==> src/sv/aabb_contact_event_tracker_defines.svh <==
// Assertion macros for the AABB contact event tracker.
// Needs a clk and a rst signal in the scope where a macro is used.
`ifndef AABB_CONTACT_EVENT_TRACKER_DEFINES_SVH
`define AABB_CONTACT_EVENT_TRACKER_DEFINES_SVH

// Same-cycle implication, checked outside reset.
`define ACET_CHECK_NOW(label, ante, cons, msg) \
  label: assert property (@(posedge clk) disable iff (rst) (ante) |-> (cons)) \
    else $error(msg);

// Next-cycle implication, checked outside reset.
`define ACET_CHECK_NEXT(label, ante, cons, msg) \
  label: assert property (@(posedge clk) disable iff (rst) (ante) |=> (cons)) \
    else $error(msg);

`endif

==> src/sv/acet_pkg.sv <==
// Shared types and constants for the AABB contact event tracker.
// No dependencies.
`default_nettype none

package acet_pkg;

  // Fixed field widths
  localparam int unsigned ID_W    = 16;
  localparam int unsigned COORD_W = 16;
  localparam int unsigned SIZE_W  = 16;
  localparam int unsigned SUM_W   = 17;
  localparam int unsigned EV_W    = 2;

  // Contact event codes
  localparam logic [EV_W-1:0] EV_NONE  = 2'd0;
  localparam logic [EV_W-1:0] EV_ENTER = 2'd1;
  localparam logic [EV_W-1:0] EV_STAY  = 2'd2;
  localparam logic [EV_W-1:0] EV_EXIT  = 2'd3;

  // Control part of a lookup token moving down the cell chain
  typedef struct packed {
    logic active;  // token carries a pair
    logic touch;   // boxes overlap this beat
    logic done;    // pair found or inserted upstream
    logic prev;    // stored contact flag before this beat
  } tok_ctl_t;

endpackage

`default_nettype wire

==> src/sv/acet_cell.sv <==
// One table entry of the contact tracker: key, in-use bit and contact flag.
// Depends on acet_pkg and the assertion macro header.
`default_nettype none
`include "aabb_contact_event_tracker_defines.svh"

module acet_cell #(
  parameter int KEY_W = 32
) (
  input  wire logic               clk,
  input  wire logic               rst,
  input  wire logic               adv,
  input  wire acet_pkg::tok_ctl_t ctl_in,
  input  wire logic [KEY_W-1:0]   key_in,
  output acet_pkg::tok_ctl_t      ctl_out,
  output logic      [KEY_W-1:0]   key_out,
  output logic                    valid
);

  logic [KEY_W-1:0]   entry_key;
  logic               touching;
  logic               live;
  logic               hit;
  logic               grab;
  acet_pkg::tok_ctl_t ctl_next;

  // Match against this entry, or claim it when it is the first free one
  always_comb begin
    live     = ctl_in.active && !ctl_in.done;
    hit      = live && valid && (entry_key == key_in);
    grab     = live && !valid;
    ctl_next = ctl_in;
    if (hit) begin
      ctl_next.done = 1'b1;
      ctl_next.prev = touching;
    end else if (grab) begin
      ctl_next.done = 1'b1;
      ctl_next.prev = 1'b0;
    end
  end

  // Update flags and pass the token on
  always_ff @(posedge clk) begin
    if (rst) begin
      valid    <= 1'b0;
      touching <= 1'b0;
      ctl_out  <= '0;
    end else if (adv) begin
      ctl_out <= ctl_next;
      if (grab) begin
        valid <= 1'b1;
      end
      if (hit || grab) begin
        touching <= ctl_in.touch;
      end
    end
  end

  // Store the key on insert, forward the token key
  always_ff @(posedge clk) begin
    if (adv) begin
      key_out <= key_in;
      if (grab) begin
        entry_key <= key_in;
      end
    end
  end

  `ACET_CHECK_NEXT(a_valid_kept, valid, valid, "table entry lost its in-use bit")
  `ACET_CHECK_NOW(a_one_action, 1'b1, !(hit && grab), "cell both hit and inserted")
  `ACET_CHECK_NEXT(a_insert_sets, adv && grab, valid && ctl_out.done,
                   "insert did not resolve the token")

endmodule

`default_nettype wire

==> config.mk <==
export PLATFORM = sky130hd
export DESIGN_NAME = acet_cell
export DESIGN_NICKNAME = d
export VERILOG_FILES = /design/src/sv/acet_pkg.sv /design/src/sv/acet_cell.sv
export VERILOG_INCLUDE_DIRS = /design/src /design/src/sv
export SDC_FILE = /design/constraint.sdc
export NUM_CORES = 1
export LEC_CHECK = 0
export BUFFER_PORTS_ARGS = -buffer_cell sky130_fd_sc_hd__buf_2
export CELL_PAD_IN_SITES_DETAIL_PLACEMENT = 2
export CELL_PAD_IN_SITES_GLOBAL_PLACEMENT = 2
export CORE_MARGIN = 4
export CORE_UTILIZATION = 37
export CTS_BUF_LIST = sky130_fd_sc_hd__clkbuf_4 sky130_fd_sc_hd__clkbuf_8
export DETAILED_ROUTE_END_ITERATION = 10
export PLACE_DENSITY_LB_ADDON = 0.1
export SYNTH_ARGS = -nofsm -noshare
export SYNTH_HDL_FRONTEND = slang
export SYNTH_SLANG_ARGS = --single-unit
export TNS_END_PERCENT = 20
==> constraint.sdc <==
create_clock -name clk -period 2.4 [get_ports clk]
set_input_delay 0.12 -clock clk [delete_from_list [all_inputs] [get_ports clk]]
set_output_delay 0.12 -clock clk [all_outputs]
set_load 0.01 [all_outputs]
== Yosys cells after proc, flatten, opt, wreduce, memory -nomap -nowiden ==
Cells that the tools add are included.
Word-level totals
  bits of input ports: 39
  output and inout port bits: 37
  logic and storage cells: 20
  flip-flop bits (word level): 70
Cells by class
  reduce and logical (&&, ||, !) cells: 9
  muxes and demuxes: 2
  equal/unequal tests: 1
Operators with widths (number)
  == test 32 bit: 1
  logical AND 1 bit: 4
  2-to-1 mux 2 bit: 2
  AND reduction 2 bit: 2
  logical NOT 1 bit: 2
  logical OR 1 bit: 1

== Depth between registers and ports, before layout ==
  word-level depth: 6
  mapped depth: 5
  mapped depth without buffers: 5

== Worst setup path before layout ==
No wires, ideal clock.
  kind: reg-to-reg
  start: register valid
  end: register entry_key[0], enable pin
  stages on the path, launching flop included: 3
  path slack: 427 ps
  period minus slack after synthesis: 1973 ps
  data required time: 2007 ps
  buffers on the path: 0
  setup time: 393 ps
  arrival time: 1580 ps
  path through: dfxtp_1 -> nor3b_1 -> and2_1
Between the ends
  cells in the longest elaborated chain, start to end: 3
RTL lines
  from (decl): line acet_cell.sv:16  | output logic valid
  from (signal assigned): line acet_cell.sv:44  | valid <= 1'b0;
  from (signal assigned): line acet_cell.sv:50  | valid <= 1'b1;
  logical NOT 1 bit: line acet_cell.sv:30  | grab = live && !valid;
  logical AND 1 bit: line acet_cell.sv:30
  AND reduction 2 bit (no line)
  to (signal assigned): line acet_cell.sv:63  | entry_key <= key_in;
  to (decl): line acet_cell.sv:19  | logic [KEY_W-1:0] entry_key;
Every way passes these cells.
A chain may end at the register's enable or synchronous reset.

== Worst setup path after layout ==
  start: input key_in[30]
  end: register touching
Between the ends
  cells in the longest elaborated chain, start to end: 4
RTL lines
  from (decl): line acet_cell.sv:13  | input wire logic [KEY_W-1:0] key_in,
  == test 32 bit: line acet_cell.sv:29  | hit = live && valid && (entry_key == key_in);
  logical AND 1 bit: line acet_cell.sv:29
  logical OR 1 bit: line acet_cell.sv:52  | if (hit || grab) begin
  AND reduction 2 bit (no line)
  to (signal assigned): line acet_cell.sv:53  | touching <= ctl_in.touch;
  to (decl): line acet_cell.sv:20  | logic touching;
Every way passes these cells.

==> results.py <==
metrics = {
    "detailed_routing": {
        "vias_per_cell": 4.72,
        "wl_per_cell_um": 17.7,
        "drt_iter0_drc": 65,
        "wirelength_mm": 6.02,
        "drc": 0,
        "dr.pass1.iters": 4,
        "route.vias.total": 1599,
        "ant_nets": 0,
    },
    "finish": {
        "drive_gt1_frac": 0.375,
        "fin_area_um2": 3540,
        "final_cell_mix": "75 x buf_2, 64 x edfxtp_1, 32 x xnor2_1",
        "final_common_cell": "buf_2",
        "n_antenna_cell": 0,
        "final_util": 0.524,
        "fin_nets": 293,
        "synthToLayoutAreaGrowth_pct": 38.4,
    },
    "sta": {
        "fmax_mhz": 568,
        "timing.final.ws_setup_ns": 0.641,
        "min_period_ns": 1.76,
        "timing.hold.ws_ns": 0.00850,
        "slew_viol_final": 0,
        "post-route-period-util": 0.733,
        "skew_ns": 0.00860,
        "worst_slew_pin_slew_ns": 0.589,
        "max_slew_margin": 0.606,
        "hold_violations": 0,
        "setup_tns_ns": 0,
        "setup_viol": 0,
        "rsz0062_at_grt": "false",
    },
    "floorplanning": {
        "pin_count": 76,
        "rows": 30,
        "initial_core_util": 0.378,
        "die_area_um2": 8300,
        "die_h_um": 91.1,
        "fp.dieW_um": 91.1,
        "core_area_um2": 6760,
    },
    "power_and_ir_drop": {
        "vdd_drop_max_mv": 0.448,
        "p_per_area_nw_per_um2": 789,
        "leakagePower_nw": 1.33,
    },
    "cts": {
        "cts-root-buf": "clkbuf_8",
        "clkTransAtPathRegs_ns": 0.07,
        "cts_tree": "built",
        "clockBufferDepth": 2,
        "cts_buffers": 9,
        "htreeDepth": 3,
        "clkLatencyLatePin_ns": 0.34,
        "clock_sinks": 70,
    },
    "yosys": {
        "netlist_area_um2": 2560,
        "syn_inst": 141,
        "yosysUniqueCellTypes": 24,
        "synth_area_per_cell_um2": 18.1,
        "yosysWarnings": 0,
        "ys_seq_area_frac": 0.799,
        "synth_nets": 180,
        "synth_seq_cells": 70,
    },
    "critical_path": {
        "worstSetupEndpointType": "flip-flop",
        "crit_arrival_ns": 1.97,
        "cp-startpoint": "key_in[30]",
        "cp_slowest_cell": "dlygate4sd3_1",
        "crit_path_max_incr_delay_ns": 0.55,
        "cp_data_required_time_ns": 2.61,
        "worstSetupStartpointType": "primary input",
        "r2r_start": "valid",
        "critPathTopFamily": "simple AND/OR/NAND/NOR gates",
        "path_cells": "dlygate4sd3_1 -> buf_2 -> xnor2_1 -> nand4_1 -> nor4_2 -> and3_2 -> o211ai_1",
        "timing.critical_path.buf_inv": 2,
        "cp_max_fo": 3,
        "path_class": "primary input to flip-flop",
    },
    "placement": {
        "dpl.hpwl_mm": 4.19,
        "place_congestion": 0.708,
        "placed_area_um2": 3050,
        "io_buffers": 75,
        "pre_cts_ws_ns": 0.705,
    },
    "global_route": {
        "grt_pass1_wl_mm": 9.58,
        "grt_antenna_before_repair": 0,
        "grt_pass1_vias": 1839,
        "globalRouteTotalUtil": 0.153,
        "gr-total-overflow": 0,
        "grt_max_degree": 36,
    },
    "min_path": {
        "min_from": "key_in[0]",
        "hp-class": "primary input to flip-flop",
    },
    "run_status": {
        "status": "finished, final reports clean",
    },
    "flow_run": {
        "maxCapViolations": 0,
    },
}
==> cell usage after synthesis <==
| cell type | n | area, um2 |
|---|---|---|
| edfxtp_1 | 64 | 1920 |
| xnor2_1 | 32 | 280 |
| nand4_1 | 8 | 50.1 |
| nor2_1 | 8 | 30.0 |
| dfxtp_1 | 6 | 120 |
| a21oi_1 | 2 | 10.0 |
| inv_1 | 2 | 7.51 |
| nand2_1 | 2 | 7.51 |
| nor3b_1 | 2 | 15.0 |
| a211oi_1 | 1 | 7.51 |
| a31oi_1 | 1 | 6.26 |
| and2_1 | 1 | 6.26 |
| and3_2 | 1 | 7.51 |
| clkbuf_1 | 1 | 3.75 |
| mux2i_1 | 1 | 10.0 |
| nand3_1 | 1 | 5.00 |
| nand4b_1 | 1 | 8.76 |
| nor3_1 | 1 | 5.00 |
| nor4_2 | 1 | 12.5 |
| o211ai_1 | 1 | 7.51 |
| o21ai_0 | 1 | 5.00 |
| o21bai_1 | 1 | 7.51 |
| o41a_2 | 1 | 12.5 |
| or3b_2 | 1 | 8.76 |
==> worst register-to-register path, delay by kind of cell, from the launching register on <==
family                 cells  cell delay [ns]
DFF                        1             0.34
buffers and inverters      1             0.30
and+or+nand+nor            2             0.75
==> per-layer routing <==
metal	track usage	share of wire
met1	0.177	0.41
met2	0.260	0.52
met3	0.0331	0.050
met4	0.0905	0.027
met5	0	0
==> layout make-up <==
cell class / count / area [um2]
tap: 80 / 100
clock buffer: 9 / 124
inverter: 2 / 7.51
fill: 631 / 3220
timing repair buffer: 103 / 648
sequential: 70 / 2040
clock inverter: 7 / 113
multi-input combinational: 68 / 503
==> through the flow <==
| step | std cells | total power, mW |
|---|---|---|
| 2_1_floorplan | 141 | 1.54 |
| 3_3_place_gp | 298 | 1.66 |
| 3_5_place_dp | 298 | 1.67 |
| 4_1_cts | 339 | 2.83 |
| 5_1_grt | 339 | 2.90 |
| 6_report | 339 | 2.79 |
==> power breakdown <==
part | switching, mW | total (mW) | internal [mW]
logic | 0.127 | 0.246 | 0.119
clock network | 0.436 | 1.12 | 0.685
registers | 0.0218 | 1.43 | 1.40
total | 0.585 | 2.79 | 2.21
==> worst paths after layout <==
check | cells past startpoint | slack (ns) | endpoint
max reg2reg | 3 | 0.67 | entry_key[2]
min | 1 | 0.008 | key_out[0]
max | 7 | 0.64 | touching
min reg2reg | 2 | 0.47 | ctl_out[2]
==> sequential cells by signal, indices dropped and copies added (netlist names) <==
| name | flops |
|---|---|
| valid | 1 |
| touching | 1 |
| ctl_out | 4 |
| entry_key | 32 |
| key_out | 32 |
==> cell families (layout without fill, tap and decap cells) <==
kind of cell    Yosys count  after routing  synth area share
flops                    70             70             0.799
xor+xnor                 32             32             0.110
simple gates             27             27            0.0612
compound gates            8              8            0.0220
buf+inv                   3            121           0.00440
mux                       1              1           0.00392
==> repair_timing <==
item                      CTS  global route
gates resized for setup     0             0
buffers inserted            0             0
hold buffers               25             0
hold endpoints to repair   49             0
Note: power is estimated with default switching activity, not from simulation.
