### config.mk
export PLATFORM = sky130hd
export DESIGN_NAME = acet_ovl
export DESIGN_NICKNAME = d
export VERILOG_FILES = /design/src/sv/aabb_contact_event_tracker_defines.svh /design/src/sv/acet_pkg.sv /design/src/sv/acet_ovl.sv
export SDC_FILE = /design/constraint.sdc
export NUM_CORES = 1
export LEC_CHECK = 0
export BUFFER_PORTS_ARGS = -buffer_cell sky130_fd_sc_hd__buf_2
export CORE_MARGIN = 3
export CORE_UTILIZATION = 50
export CTS_CLUSTER_DIAMETER = 120
export DETAILED_ROUTE_END_ITERATION = 10
export PLACE_DENSITY = 0.74
export SYNTH_ARGS = -nofsm -noshare
export SYNTH_HDL_FRONTEND = slang
export SYNTH_SLANG_ARGS = --single-unit
### constraint.sdc
create_clock -name clk -period 3.8 [get_ports clk]
set_input_delay 0.38 -clock clk [delete_from_list [all_inputs] [get_ports clk]]
set_output_delay 0.38 -clock clk [all_outputs]
set_load 0.1 [all_outputs]
### src/sv/aabb_contact_event_tracker_defines.svh
// Assertion macros for the AABB contact event tracker.
// Needs a clk and a rst signal in the scope where a macro is used.
`ifndef AABB_CONTACT_EVENT_TRACKER_DEFINES_SVH
`define AABB_CONTACT_EVENT_TRACKER_DEFINES_SVH

// Same-cycle implication, checked outside reset.
`define ACET_CHECK_NOW(label, ante, cons, msg) \
  label: assert property (@(posedge clk) disable iff (rst) (ante) |-> (cons)) \
    else $error(msg);

// Next-cycle implication, checked outside reset.
`define ACET_CHECK_NEXT(label, ante, cons, msg) \
  label: assert property (@(posedge clk) disable iff (rst) (ante) |=> (cons)) \
    else $error(msg);

`endif

### src/sv/acet_pkg.sv
// Shared types and constants for the AABB contact event tracker.
// No dependencies.
`default_nettype none

package acet_pkg;

  // Fixed field widths
  localparam int unsigned ID_W    = 16;
  localparam int unsigned COORD_W = 16;
  localparam int unsigned SIZE_W  = 16;
  localparam int unsigned SUM_W   = 17;
  localparam int unsigned EV_W    = 2;

  // Contact event codes
  localparam logic [EV_W-1:0] EV_NONE  = 2'd0;
  localparam logic [EV_W-1:0] EV_ENTER = 2'd1;
  localparam logic [EV_W-1:0] EV_STAY  = 2'd2;
  localparam logic [EV_W-1:0] EV_EXIT  = 2'd3;

  // Control part of a lookup token moving down the cell chain
  typedef struct packed {
    logic active;  // token carries a pair
    logic touch;   // boxes overlap this beat
    logic done;    // pair found or inserted upstream
    logic prev;    // stored contact flag before this beat
  } tok_ctl_t;

endpackage

`default_nettype wire

### src/sv/acet_ovl.sv
// Front end: forms the pair key and the strict overlap test in two stages.
// Depends on acet_pkg.
`default_nettype none

module acet_ovl #(
  parameter int ID_BITS = 16
) (
  input  wire logic                                    clk,
  input  wire logic                                    rst,
  input  wire logic                                    adv,
  input  wire logic                                    in_valid,
  input  wire logic        [acet_pkg::ID_W-1:0]        first_id,
  input  wire logic        [acet_pkg::ID_W-1:0]        second_id,
  input  wire logic signed [acet_pkg::COORD_W-1:0]     first_x,
  input  wire logic signed [acet_pkg::COORD_W-1:0]     first_y,
  input  wire logic        [acet_pkg::SIZE_W-1:0]      first_w,
  input  wire logic        [acet_pkg::SIZE_W-1:0]      first_h,
  input  wire logic signed [acet_pkg::COORD_W-1:0]     second_x,
  input  wire logic signed [acet_pkg::COORD_W-1:0]     second_y,
  input  wire logic        [acet_pkg::SIZE_W-1:0]      second_w,
  input  wire logic        [acet_pkg::SIZE_W-1:0]      second_h,
  output acet_pkg::tok_ctl_t                           ctl,
  output logic             [2*ID_BITS-1:0]             key
);

  localparam int KEY_W = 2 * ID_BITS;
  localparam int DIF_W = acet_pkg::SUM_W;

  logic [ID_BITS-1:0] id_a;
  logic [ID_BITS-1:0] id_b;

  // Fit ids to ID_BITS: drop high bits or zero-extend
  generate
    if (ID_BITS > acet_pkg::ID_W) begin : g_wide
      assign id_a = {{(ID_BITS - acet_pkg::ID_W){1'b0}}, first_id};
      assign id_b = {{(ID_BITS - acet_pkg::ID_W){1'b0}}, second_id};
    end else if (ID_BITS == acet_pkg::ID_W) begin : g_same
      assign id_a = first_id;
      assign id_b = second_id;
    end else begin : g_narrow
      assign id_a = first_id[ID_BITS-1:0];
      assign id_b = second_id[ID_BITS-1:0];
    end
  endgenerate

  // Stage one: differences and size sums
  logic                    v1;
  logic [KEY_W-1:0]        key1;
  logic signed [DIF_W-1:0] dx;
  logic signed [DIF_W-1:0] dy;
  logic [DIF_W-1:0]        sw;
  logic [DIF_W-1:0]        sh;

  always_ff @(posedge clk) begin
    if (rst) begin
      v1 <= 1'b0;
    end else if (adv) begin
      v1 <= in_valid;
    end
  end

  always_ff @(posedge clk) begin
    if (adv) begin
      key1 <= {id_a, id_b};
      dx   <= DIF_W'(first_x) - DIF_W'(second_x);
      dy   <= DIF_W'(first_y) - DIF_W'(second_y);
      sw   <= DIF_W'(first_w) + DIF_W'(second_w);
      sh   <= DIF_W'(first_h) + DIF_W'(second_h);
    end
  end

  // Stage two: magnitude and strict compare, 2*|d| < sum
  logic [DIF_W-1:0] adx;
  logic [DIF_W-1:0] ady;
  logic             ovl_x;
  logic             ovl_y;

  always_comb begin
    adx   = dx[DIF_W-1] ? DIF_W'(-dx) : DIF_W'(dx);
    ady   = dy[DIF_W-1] ? DIF_W'(-dy) : DIF_W'(dy);
    ovl_x = {adx, 1'b0} < {1'b0, sw};
    ovl_y = {ady, 1'b0} < {1'b0, sh};
  end

  always_ff @(posedge clk) begin
    if (rst) begin
      ctl <= '0;
    end else if (adv) begin
      ctl.active <= v1;
      ctl.touch  <= ovl_x & ovl_y;
      ctl.done   <= 1'b0;
      ctl.prev   <= 1'b0;
    end
  end

  always_ff @(posedge clk) begin
    if (adv) begin
      key <= key1;
    end
  end

endmodule

`default_nettype wire

# Yosys cells after proc, flatten, opt, wreduce, memory -nomap -nowiden
# Index checks and enable logic that the tools add are counted.
# op_classes
n_addsub	6
n_lt_le_gt_ge	2
muxes	2
bitwise_logic	1
# ops
operator	n
< comparator 18 x 17 -> 1 bit	2
adder 16 x 16 -> 17 bit	2
2-to-1 mux 17 bit	2
negation 17 bit	2
subtractor 16 x 16 -> 17 bit	2
AND 1 bit	1
# word_totals
ff_bits	135
inputBits	164
out_inout_bits	36
elab_cells	20

# Logic depth before layout (Yosys ltp)
# logic_depth
depth_word	4
ltp_mapped	13
mapped_depth_nobuf	13

# Worst setup path before layout
# OpenSTA, ideal clock, no wires.
# synth_path
kind	register to register
startpoint	register dy[10]
endpoint	register ctl[2] (netlist bit)
setup_ns	0.065
arrival_time_ns	2.909
required_time_ns	3.735
slack_ns	0.827
path_stages_with_launch	13
path_buffers	0
synth_period_minus_slack_ns	2.973
path_cell_list	edfxtp_1 -> or4_1 -> or2_1 -> or3_1 -> o21ai_0 -> xnor2_1 -> ha_1 -> nor4b_1 -> o221ai_1 -> a221oi_1 -> o21ai_0 -> a31oi_1 -> a32o_1
# synth_via
elab_chain_len	4
# synth_lines
item	line_no	text
start, declared	acet_ovl.sv:50	logic signed [DIF_W-1:0] dy;
start signal, assigned	acet_ovl.sv:66	dy <= DIF_W'(first_y) - DIF_W'(second_y);
negation 17 bit	acet_ovl.sv:80	ady = dy[DIF_W-1] ? DIF_W'(-dy) : DIF_W'(dy);
2-to-1 mux 17 bit (*)	acet_ovl.sv:80	
< comparator 18 x 17 -> 1 bit (*)	acet_ovl.sv:82	ovl_y = {ady, 1'b0} < {1'b0, sh};
AND 1 bit (*)	acet_ovl.sv:90	ctl.touch <= ovl_x & ovl_y;
end, declared	acet_ovl.sv:22	output acet_pkg::tok_ctl_t ctl,
# Every way passes the cells marked *; elsewhere a longest branch is shown, timed or not.
# A chain may end at the register's enable or synchronous reset.

# Worst setup path after layout
# Ends and elaborated chain as after synthesis.

==> qor.txt <==
Routability-driven placement congestion ratio - 0.817
Post-DR wirelength/cell - 13.6 um
Fillers - 1379
Number of buffers and inverters on the critical path - 0
Leak Pwr - 4.74 nW
Max clock buf depth - 2
Reg2reg start - dy[10]
Largest family of logic cells by synthesized area - compound AO/OA/AOI/OAI gates
Crit path launch - dy[10]
Hold Violations, Final - 0
GR peak layer - met2
Final min period - 3260 ps
Hold/Removal Path Class - primary input to register
CP arrival - 3620 ps
Final Non-Filler Cells - 1235
Synth Area in XOR/XNOR - 7.13%
DR vias/cell - 5.17
Ports - 200
Most used cell, CP - o21ai_0
Max Fclk - 307 MHz
CTS sink count - 135
HPWL after DPL - 13100 um
CP startpoint kind - register
Critical Path End Type - register
M1 GR Usage - 21.3%
Max incr delay on CP - 560 ps
Synth warnings - 0
Post-synthesis compound-gate area fraction - 15.3%
Post-synthesis mux area share - 0.349%
Port Buffer Count - 197
Max_slew headroom - 46.7%
Status - completed
Cts-stage hold buffer count - 0
PostCTS Resize Cnt - 0
Overall die area - 18800 um^2
Clk_skew - 6.78 ps
1st-pass router iterations - 4
DRT iter0 DRCs - 269
DP Cell Count - 1203
Largest net degree at the start of global routing - 51
Gr usage total - 18.0%
Met3 Use GR - 4.41%
CTS tree - yes
CP max-delay cell - or4_1
Post-Syn Instances - 789
Crit path cell chain - or4_1, or2_1, or3_1, o21ai_0, xnor2_1, ha_1, nor4b_1, o221ai_1, a221oi_1, o21ai_0, a31oi_1, a32o_1
Final Cell Area - 10400 um^2
Via Count - 6387
Worst Tran Pin Value - 780 ps
Final global-route overflow total - 0
Prevailing post-synth register cell - edfxtp_1
Final worst path period share - 85.8%
DRC viols - 0
Mapped Avg Cell Area - 10.9 um^2
Layout cell share with drive strength beyond 1 - 23.1%
Starting density of the core - 51.5%
Final setup viols - 0
First-pass GRT wire length - 27000 um
Seq/Total Area, Yosys - 46.8%
# nets final - 1268
Crit path max fanout - 3
Area Growth Syn to Fin - 21.6%
EDFF count, synth - 132
Setup tns final - 0 ps
HP Start - first_id[15]
Worst VDD drop - 0.000317 V
Mapped Area - 8600 um^2
Slew Limit Fails - 0
Distinct cells, synth - 61
Final core occ - 62.6%
Synth Register Bits - 135
Core Region - 16700 um^2
Share of the synthesized area in the top cell type - 46.1%
Kind of critical path - register to register
Post-synthesis simple-gate area fraction - 10.2%
CTS clock-pin slew for the worst setup and hold paths - 60 ps
RSZ-0062 raised after global routing - no
Clock buffer count from CTS - 17
N_diodes - 0
Synth Area in Adders - 15.2%
Chip height - 137 um
Total wire length - 16700 um
Worst skew pair latency - 420 ps
Most numerous cell in the Yosys netlist - edfxtp_1
Die Wd - 137 um
Dpl cell area - 9850 um^2
Initial antenna violation count - 0
Post-DRT Antenna Nets - 0
Top post-synthesis cells by area - edfxtp_1, ha_1, xnor2_1
Number of setup buffers added after CTS - 0
H-Tree Depth - 4
# Max-Cap Violations - 0
Vias in the first global route - 6158
Row count - 47
Met2 GRT Util - 32.0%
Worst EP required - 4160 ps
Synth top cells by count - edfxtp_1, inv_1, ha_1
Pwr dens - 464 nW/um^2
CP top delay family - simple AND/OR/NAND/NOR gates
CTS Root Buffer Type - clkbuf_16
Async S/R FF share, synth - 0%
Worst hold slack - 129 ps
Area leader, netlist - edfxtp_1
==> worst reg2reg max path, stage by stage, from the launching register on <==
cell	delay, ps
edfxtp_1	420
or4_1	560
or2_1	260
or3_1	350
o21ai_0	230
xnor2_1	100
ha_1	180
nor4b_1	280
o221ai_1	160
a221oi_1	210
o21ai_0	130
a31oi_1	150
a32o_1	170
==> power breakdown <==
group          total (W)  leakage [nW]  internal [W]  switching [W]
clock network    0.00163         0.292       0.00105       0.000585
logic            0.00127          3.14      0.000522       0.000746
registers        0.00195          1.32       0.00186      0.0000883
total            0.00485          4.74       0.00343        0.00142
==> cells by family (layout without fill, tap and decap cells) <==
family	count (synthesis)	in the layout
and+or+nand+nor	170	170
adders and majority gates	102	102
DFF	135	135
muxes	3	3
AOI/OAI and AO/OA	196	196
xor gates and xnor gates	70	70
other	1	2
buffers and inverters	112	337
==> metal layers <==
| layer | routed length (um) | vias to the layer above |
|---|---|---|
| li1 | - | 3318 |
| met1 | 7010 | 2912 |
| met2 | 8730 | 133 |
| met3 | 739 | 24 |
| met4 | 268 | 0 |
| met5 | 0 | - |
==> final timing paths <==
check	slack (ps)	to	depth (start not counted)
worst max-delay path	540	ctl[2]	12
worst min register to register	420	key[14]	0
worst min-delay path	130	key1[31]	1
worst max register to register	540	ctl[2]	12
==> placed cells by master (no fill, tap or decap), types with 19 or more instances in the layout <==
master / synthesis / layout
nand2_1: 31 / 31
ha_1: 98 / 98
a21oi_1: 46 / 46
inv_1: 106 / 106
nor2_1: 51 / 51
o21ai_0: 36 / 36
xnor2_1: 59 / 59
o21a_1: 19 / 19
buf_2: 0 / 196
a21o_1: 25 / 25
edfxtp_1: 132 / 132
==> state kept, by name, indices dropped and copies added, names as in the netlist <==
register / cells
sw: 17
dy: 17
v1: 1
dx: 17
sh: 17
key1: 32
key: 32
ctl: 2
==> per-stage QoR <==
stage               total power, W  setup slack (ps)
floorplan                  0.00291               827
detailed placement         0.00325               562
global placement           0.00321               694
global route               0.00513               241
CTS                        0.00490               536
finish                     0.00485               539
==> cell type report <==
cell class	count	area (um^2)	area share [%]
multi-input cells	543	4150	39.7
flip-flops and latches	135	4020	38.5
repair buffers	199	1010	9.64
clock buffers	24	502	4.80
inverters	106	398	3.81
well taps	220	275	2.63
clock inverters	8	95.1	0.910
No activity file was read; power rests on OpenSTA's default activity.
